<file path="config.mk">
export PLATFORM = sky130hd
export DESIGN_NAME = sorted_insert_queue
export DESIGN_NICKNAME = d
export VERILOG_FILES = /design/src/design/siq_pkg.sv /design/src/design/sorted_insert_queue.sv /design/src/design/siq_ctrl.sv /design/src/design/siq_datapath.sv
export SDC_FILE = /design/constraint.sdc
export NUM_CORES = 2
export LEC_CHECK = 0
export BUFFER_PORTS_ARGS = -buffer_cell sky130_fd_sc_hd__clkbuf_2
export CORE_AREA = 2 2 292 294
export CTS_BUF_LIST = sky130_fd_sc_hd__clkbuf_4
export DETAILED_ROUTE_END_ITERATION = 8
export DIE_AREA = 0 0 294 296
export GPL_ROUTABILITY_DRIVEN = 1
export PLACE_DENSITY = 0.69
export SYNTH_ARGS = -nofsm -noshare
export SYNTH_HDL_FRONTEND = slang
export SYNTH_SLANG_ARGS = --single-unit
</file>
<file path="constraint.sdc">
create_clock -name i_clk -period 8.9 [get_ports i_clk]
set_input_delay 0.89 -clock i_clk [delete_from_list [all_inputs] [get_ports i_clk]]
set_output_delay 0.89 -clock i_clk [all_outputs]
set_load 0.03 [all_outputs]
</file>
<file path="src/design/siq_pkg.sv">
// Package with shared types and codes for the sorted insert queue.
package siq_pkg;

    localparam logic KIND_INSERT = 1'b0;
    localparam logic KIND_REMOVE = 1'b1;

    typedef enum logic [1:0] {
        STATUS_DONE  = 2'd0,
        STATUS_RANGE = 2'd1,
        STATUS_FULL  = 2'd2
    } t_status;

    typedef struct packed {
        logic load;
        logic exec;
    } t_dp_cmd;

endpackage

</file>
<file path="src/design/sorted_insert_queue.sv">
// Top level of the sorted insert queue: controller and datapath joined together.
// Keeps up to DEPTH signed keys in ascending order. An insert places its key in front of
// the first stored key that is greater than or equal to it; a remove erases the entry at
// the given position and returns the largest key as it stood before. Every transfer in
// yields exactly one result transfer with a status: done, position out of range (also a
// remove from an empty store), or store full; errors change nothing. An item is captured
// in the idle state; then, in the execute state, every cell compares its key with the new key
// in parallel and shifts in a single step. The next item is taken while a finished result
// still waits in the output register; only when that register is still held does the
// execute cycle wait for it.
module sorted_insert_queue
    import siq_pkg::*;
#(
    parameter int DEPTH     = 16,
    parameter int KEY_WIDTH = 32
) (
    input  logic                         i_clk,
    input  logic                         i_rst_n,
    input  logic                         i_valid,
    output logic                         o_stall,
    input  logic                         i_kind,
    input  logic [KEY_WIDTH-1:0]         i_new_key,
    input  logic [$clog2(DEPTH)-1:0]     i_position,
    output logic                         o_valid,
    input  logic                         i_stall,
    output logic [KEY_WIDTH-1:0]         o_largest_before,
    output logic [1:0]                   o_status,
    output logic [$clog2(DEPTH+1)-1:0]   o_count_after
);

    t_dp_cmd w_cmd;

    siq_ctrl u_ctrl (
        .i_clk   (i_clk),
        .i_rst_n (i_rst_n),
        .i_valid (i_valid),
        .o_stall (o_stall),
        .o_valid (o_valid),
        .i_stall (i_stall),
        .o_cmd   (w_cmd)
    );

    siq_datapath #(
        .DEPTH     (DEPTH),
        .KEY_WIDTH (KEY_WIDTH)
    ) u_datapath (
        .i_clk            (i_clk),
        .i_rst_n          (i_rst_n),
        .i_cmd            (w_cmd),
        .i_kind           (i_kind),
        .i_new_key        (i_new_key),
        .i_position       (i_position),
        .o_largest_before (o_largest_before),
        .o_status         (o_status),
        .o_count_after    (o_count_after)
    );

endmodule

</file>
<file path="src/design/siq_ctrl.sv">
// Controller state machine for the sorted insert queue: handshakes and datapath commands.
module siq_ctrl
    import siq_pkg::*;
(
    input  logic    i_clk,
    input  logic    i_rst_n,
    input  logic    i_valid,
    output logic    o_stall,
    output logic    o_valid,
    input  logic    i_stall,
    output t_dp_cmd o_cmd
);

    typedef enum logic {
        S_IDLE,
        S_EXEC
    } t_state;

    t_state r_state;
    logic   r_out_valid;

    assign o_stall     = (r_state != S_IDLE);
    assign o_valid     = r_out_valid;
    assign o_cmd.load  = (r_state == S_IDLE) && i_valid;
    assign o_cmd.exec  = (r_state == S_EXEC) && (!r_out_valid || !i_stall);

    always_ff @(posedge i_clk) begin
        if (!i_rst_n) begin
            r_state     <= S_IDLE;
            r_out_valid <= 1'b0;
        end else begin
            unique case (r_state)
                S_IDLE: begin
                    if (i_valid) begin
                        r_state <= S_EXEC;
                    end
                end
                S_EXEC: begin
                    if (o_cmd.exec) begin
                        r_state <= S_IDLE;
                    end
                end
                default: begin
                    r_state <= S_IDLE;
                end
            endcase
            if (o_cmd.exec) begin
                r_out_valid <= 1'b1;
            end else if (r_out_valid && !i_stall) begin
                r_out_valid <= 1'b0;
            end
        end
    end

    a_accept_then_busy: assert property (@(posedge i_clk) disable iff (!i_rst_n)
        (i_valid && !o_stall) |=> o_stall)
        else $error("Controller took a second item before finishing the first.");

    a_valid_from_exec: assert property (@(posedge i_clk) disable iff (!i_rst_n)
        $rose(o_valid) |-> $past(o_cmd.exec))
        else $error("Result became valid without an execute command.");

    a_exec_slot_free: assert property (@(posedge i_clk) disable iff (!i_rst_n)
        o_cmd.exec |-> (!r_out_valid || !i_stall))
        else $error("Execute would overwrite a result that was not transferred.");

endmodule

</file>
<file path="src/design/siq_datapath.sv">
// Datapath for the sorted insert queue: a row of compare-and-shift cells and result registers.
module siq_datapath
    import siq_pkg::*;
#(
    parameter int DEPTH     = 16,
    parameter int KEY_WIDTH = 32,
    localparam int CW       = $clog2(DEPTH + 1),
    localparam int PW       = $clog2(DEPTH)
) (
    input  logic                 i_clk,
    input  logic                 i_rst_n,
    input  t_dp_cmd              i_cmd,
    input  logic                 i_kind,
    input  logic [KEY_WIDTH-1:0] i_new_key,
    input  logic [PW-1:0]        i_position,
    output logic [KEY_WIDTH-1:0] o_largest_before,
    output logic [1:0]           o_status,
    output logic [CW-1:0]        o_count_after
);

    logic                        r_kind;
    logic signed [KEY_WIDTH-1:0] r_key;
    logic [PW-1:0]               r_pos;
    logic [CW-1:0]               r_count;
    logic [CW-1:0]               n_count;
    logic signed [KEY_WIDTH-1:0] r_store [DEPTH];
    logic signed [KEY_WIDTH-1:0] n_store [DEPTH];
    logic [DEPTH-1:0]            w_before;
    logic [KEY_WIDTH-1:0]        r_largest;
    t_status                     r_status;
    t_status                     n_status;
    logic [CW-1:0]               w_last_idx;
    logic                        w_full;
    logic                        w_range_err;
    logic                        w_update;

    assign w_full      = (r_count == CW'(DEPTH));
    assign w_range_err = (CW'(r_pos) >= r_count);
    assign w_last_idx  = r_count - CW'(1);

    always_comb begin
        n_status = STATUS_DONE;
        n_count  = r_count;
        w_update = 1'b0;
        if (r_kind == KIND_INSERT) begin
            if (w_full) begin
                n_status = STATUS_FULL;
            end else begin
                n_count  = r_count + CW'(1);
                w_update = i_cmd.exec;
            end
        end else begin
            if (w_range_err) begin
                n_status = STATUS_RANGE;
            end else begin
                n_count  = r_count - CW'(1);
                w_update = i_cmd.exec;
            end
        end
    end

    for (genvar g = 0; g < DEPTH; g++) begin : g_cell
        logic signed [KEY_WIDTH-1:0] w_ins;
        logic signed [KEY_WIDTH-1:0] w_rem;

        assign w_before[g] = (CW'(g) < r_count) && (r_store[g] < r_key);

        if (g == 0) begin : g_first
            assign w_ins = w_before[g] ? r_store[g] : r_key;
        end else begin : g_rest
            assign w_ins = w_before[g] ? r_store[g] :
                           (w_before[g-1] ? r_key : r_store[g-1]);
        end

        if (g == DEPTH - 1) begin : g_last
            assign w_rem = r_store[g];
        end else begin : g_mid
            assign w_rem = (PW'(g) < r_pos) ? r_store[g] : r_store[g+1];
        end

        assign n_store[g] = (r_kind == KIND_INSERT) ? w_ins : w_rem;

        always_ff @(posedge i_clk) begin
            if (w_update) begin
                r_store[g] <= n_store[g];
            end
        end
    end

    always_ff @(posedge i_clk) begin
        if (!i_rst_n) begin
            r_count <= '0;
        end else if (i_cmd.exec) begin
            r_count <= n_count;
        end
    end

    always_ff @(posedge i_clk) begin
        if (i_cmd.load) begin
            r_kind <= i_kind;
            r_key  <= i_new_key;
            r_pos  <= i_position;
        end
        if (i_cmd.exec) begin
            r_status      <= n_status;
            o_count_after <= n_count;
            if (r_kind == KIND_REMOVE && !w_range_err) begin
                r_largest <= r_store[w_last_idx[PW-1:0]];
            end else begin
                r_largest <= '0;
            end
        end
    end

    assign o_largest_before = r_largest;
    assign o_status         = r_status;

    a_count_bound: assert property (@(posedge i_clk) disable iff (!i_rst_n)
        r_count <= CW'(DEPTH))
        else $error("Entry count exceeds the store depth.");

    a_insert_grows: assert property (@(posedge i_clk) disable iff (!i_rst_n)
        (i_cmd.exec && r_kind == KIND_INSERT && !w_full)
            |=> r_count == $past(r_count) + CW'(1))
        else $error("Successful insert did not add one entry.");

    a_bad_remove_holds: assert property (@(posedge i_clk) disable iff (!i_rst_n)
        (i_cmd.exec && r_kind == KIND_REMOVE && w_range_err)
            |=> r_count == $past(r_count))
        else $error("Rejected remove changed the entry count.");

endmodule

</file>
==> reports/qor.yml <==
clock_network:
  cts_max_path_buffers: 3
  cts_resized: 0
  clkTransAtPathRegs_ps: 70
  cts_root_buf: "clkbuf_4"
  htreeDepth: 4
  hold_buffers: 36
  cts.sink_count: 595
  cts_buffers: 174
  cts_tree: "yes"
  post_cts_buffers: 0
  clkLatencyLatePin_ps: 1150
placement:
  place_ws_ps: 3610
  dpl.hpwl_um: 108000
  dpl_cell_area_mm2: 0.0455
  place_congestion: 0.962
  portBuffers: 81
yosys:
  ys_seq_area_frac: 0.403
  ys_types: 71
  synthFlopType: "edfxtp_1"
  ys_warn_count: 0
  synth.avg_cell_area_um2: 11.3
  ys_top_cells_by_area: "edfxtp_1 (40%), ha_1 (14%), mux4_2 (6.5%), a221o_1 (5.7%), mux2i_1 (4.6%)"
  synth_common_cells: "edfxtp_1 (588), ha_1 (503), nand2_1 (334), a221o_1 (251), a21oi_1 (228)"
  synth-async-reset-ratio: 0
  synth-edff-count: 588
  synth.most_common_cell: "edfxtp_1"
  yosysTopAreaCellShare: 0.400
  mappedNetlistArea_mm2: 0.0441
  ys_ff_latch: 595
  synth_top_cell_by_area: "edfxtp_1"
  synthCells: 3897
  syn_nets: 4441
worst_setup_path:
  rrSetupSlack_ps: 3370
  end_kind: "flip-flop"
  ff2ff_path_depth: 9
  worstPathMaxFanout: 34
  cp-startpoint: "u_datapath.r_key[21]$_DFFE_PP_"
  rr_startpoint: "u_datapath.r_key[21]$_DFFE_PP_"
  startpoint_type: "flip-flop"
  crit_arrival_ps: 6470
  crit_required_ps: 9840
  crit_type: "reg2reg"
sta:
  max_slew_margin: 0.0390
  finalCritPeriodShare: 0.621
  fin_setup_tns_ps: 0
  slew_viol_final: 0
  setup_ws_ps: 3370
  hold_violations: 0
  max_freq_mhz: 181
  rsz0062_at_grt: "no"
  finalCriticalPeriod_ps: 5530
  setup_viol: 0
  skew_ps: 81.5
  worstMarginPinSlew_ps: 1430
power:
  power.switching_mw: 2.84
  p_seq_frac: 0.423
  p_int_mw: 5.54
  p_total_mw: 8.37
  max-vdd-ir-drop_mv: 0.129
  p_sw_frac: 0.339
  p_per_area_mw_per_mm2: 174
  p_comb_frac: 0.251
  clock_power_share: 0.326
  p_leak_nw: 19.2
final_layout:
  area_growth_syn_to_layout_pct: 9.04
  layout.nets: 4528
  layout-drive-gt1-share: 0.151
  fin_area_mm2: 0.0481
  final_util: 0.572
  fillers: 7094
floorplanning:
  dieArea_mm2: 0.0870
  core_area_mm2: 0.0842
  die_w_um: 294
  rows: 107
  start_util: 0.524
  ioPinCount: 82
  fp.dieH_um: 296
routing:
  viasPerCell: 7.12
  ant_nets: 0
  wire_per_inst_um: 31.4
  dr_total_vias: 37037
  drt_iter0_drc: 5210
  drc: 0
  wirelength_um: 163000
  drtPass1Iterations: 6
run_status:
  status: "completed"
min_path:
  min_path_type: "in2reg"
  whs_path_depth: 1
  hold_start: "i_new_key[15]"
global_route:
  grt_first_pass_wirelength_um: 235000
  grt_max_degree: 210
  grt_overflow: 0
  first_global_vias: 35014
  antenna_found_initial: 9
  grt_use_total: 0.371
job:
  max_cap_viol_count: 0
[worst paths after layout]
check                                             end
setup / recovery  u_datapath.r_store[5][25]$_DFFE_PP_
hold / removal         u_datapath.r_key[15]$_DFFE_PP_
setup reg to reg  u_datapath.r_store[5][25]$_DFFE_PP_
hold reg to reg           u_ctrl.o_valid$_SDFFE_PN0P_
[cells in the final DEF, fill, tap and decap left out, types with 9 or more instances in the layout]
cell and count:
nor3_1 21, nor3b_1 186, clkbuf_4 239, nand3_1 53, and4_1 12, o211ai_1 11, mux2i_1 199, or3_1 37
a2111oi_0 10, buf_4 56, a41oi_1 9, a211oi_1 84, inv_1 55, o21ai_1 44, nand4_1 67, nor2b_1 144
o21ai_0 148, a21o_1 141, nand2_1 334, clkinv_1 40, nand2b_1 23, clkbuf_2 81, o2111ai_1 12, edfxtp_1 588
o21a_1 13, mux2_2 34, a22oi_1 32, dlygate4sd3_1 36, a21oi_1 224, ha_1 502, mux4_2 128, a221o_1 251
nor2_1 131
[critical path, stage by stage, from the launching register on]
cell	delay (ps)
edfxtp_1	550
inv_1	590
ha_1	380
a21o_1	160
a21oi_1	140
o221ai_1	370
o31ai_1	650
or4_2	1050
and2_2	1090
a221o_1	290
[final cells by class]
cell class,instances,area (um^2),area share
antenna,6,15.0,0.000312
clock buffer,239,1790,0.0373
clock inverter,59,413,0.00858
inverter,57,216,0.00450
multi-input combinational,2976,25200,0.524
sequential,595,17800,0.370
tap,1090,1360,0.0283
timing repair buffer,180,1330,0.0276
[stage by stage]
stage	std cells	hold slack [ps]
2_1_floorplan	3897	534
3_3_place_gp	4861	506
3_5_place_dp	4861	543
4_1_cts	5195	22.7
5_1_grt	5199	48.0
6_report	5202	69.6
[power by group through the flow]
stage	Sequential [mW]	Clock [mW]	Combinational (mW)
after detailed placement	3.59	0	2.03
after floorplan	3.52	0	1.36
final	3.54	2.73	2.10
after global routing	3.55	2.91	2.22
after global placement	3.59	0	1.99
after CTS	3.53	2.77	2.05
[flip-flops by register name, summed over array words and instances, names as in the netlist]
register / count
u_ctrl.o_valid: 1
u_datapath.r_key: 32
u_datapath.r_count: 5
u_datapath.o_status: 2
u_datapath.r_pos: 4
u_datapath.r_kind: 1
u_datapath.r_store: 512
u_datapath.o_count_after: 5
u_datapath.o_largest_before: 32
u_ctrl.o_stall: 1
[cell families after synthesis]
kind of cell | count (synthesis) | share of synthesized area
XOR/XNOR | 9 | 0.00179
buffers and inverters | 326 | 0.0325
adder cells (fa/ha/maj) | 503 | 0.143
AND/OR/NAND/NOR | 1041 | 0.125
flip-flops | 595 | 0.403
AO/OA/AOI/OAI | 1057 | 0.174
multiplexers | 366 | 0.121
[metal layers]
layer	track usage	up-vias	share of wire
met1	0.475	18103	0.38
met3	0.0987	542	0.11
met2	0.569	2499	0.44
met5	0	-	0.00067
li1	-	15881	-
met4	0.217	12	0.063
Note: power is estimated with default switching activity, not from simulation.
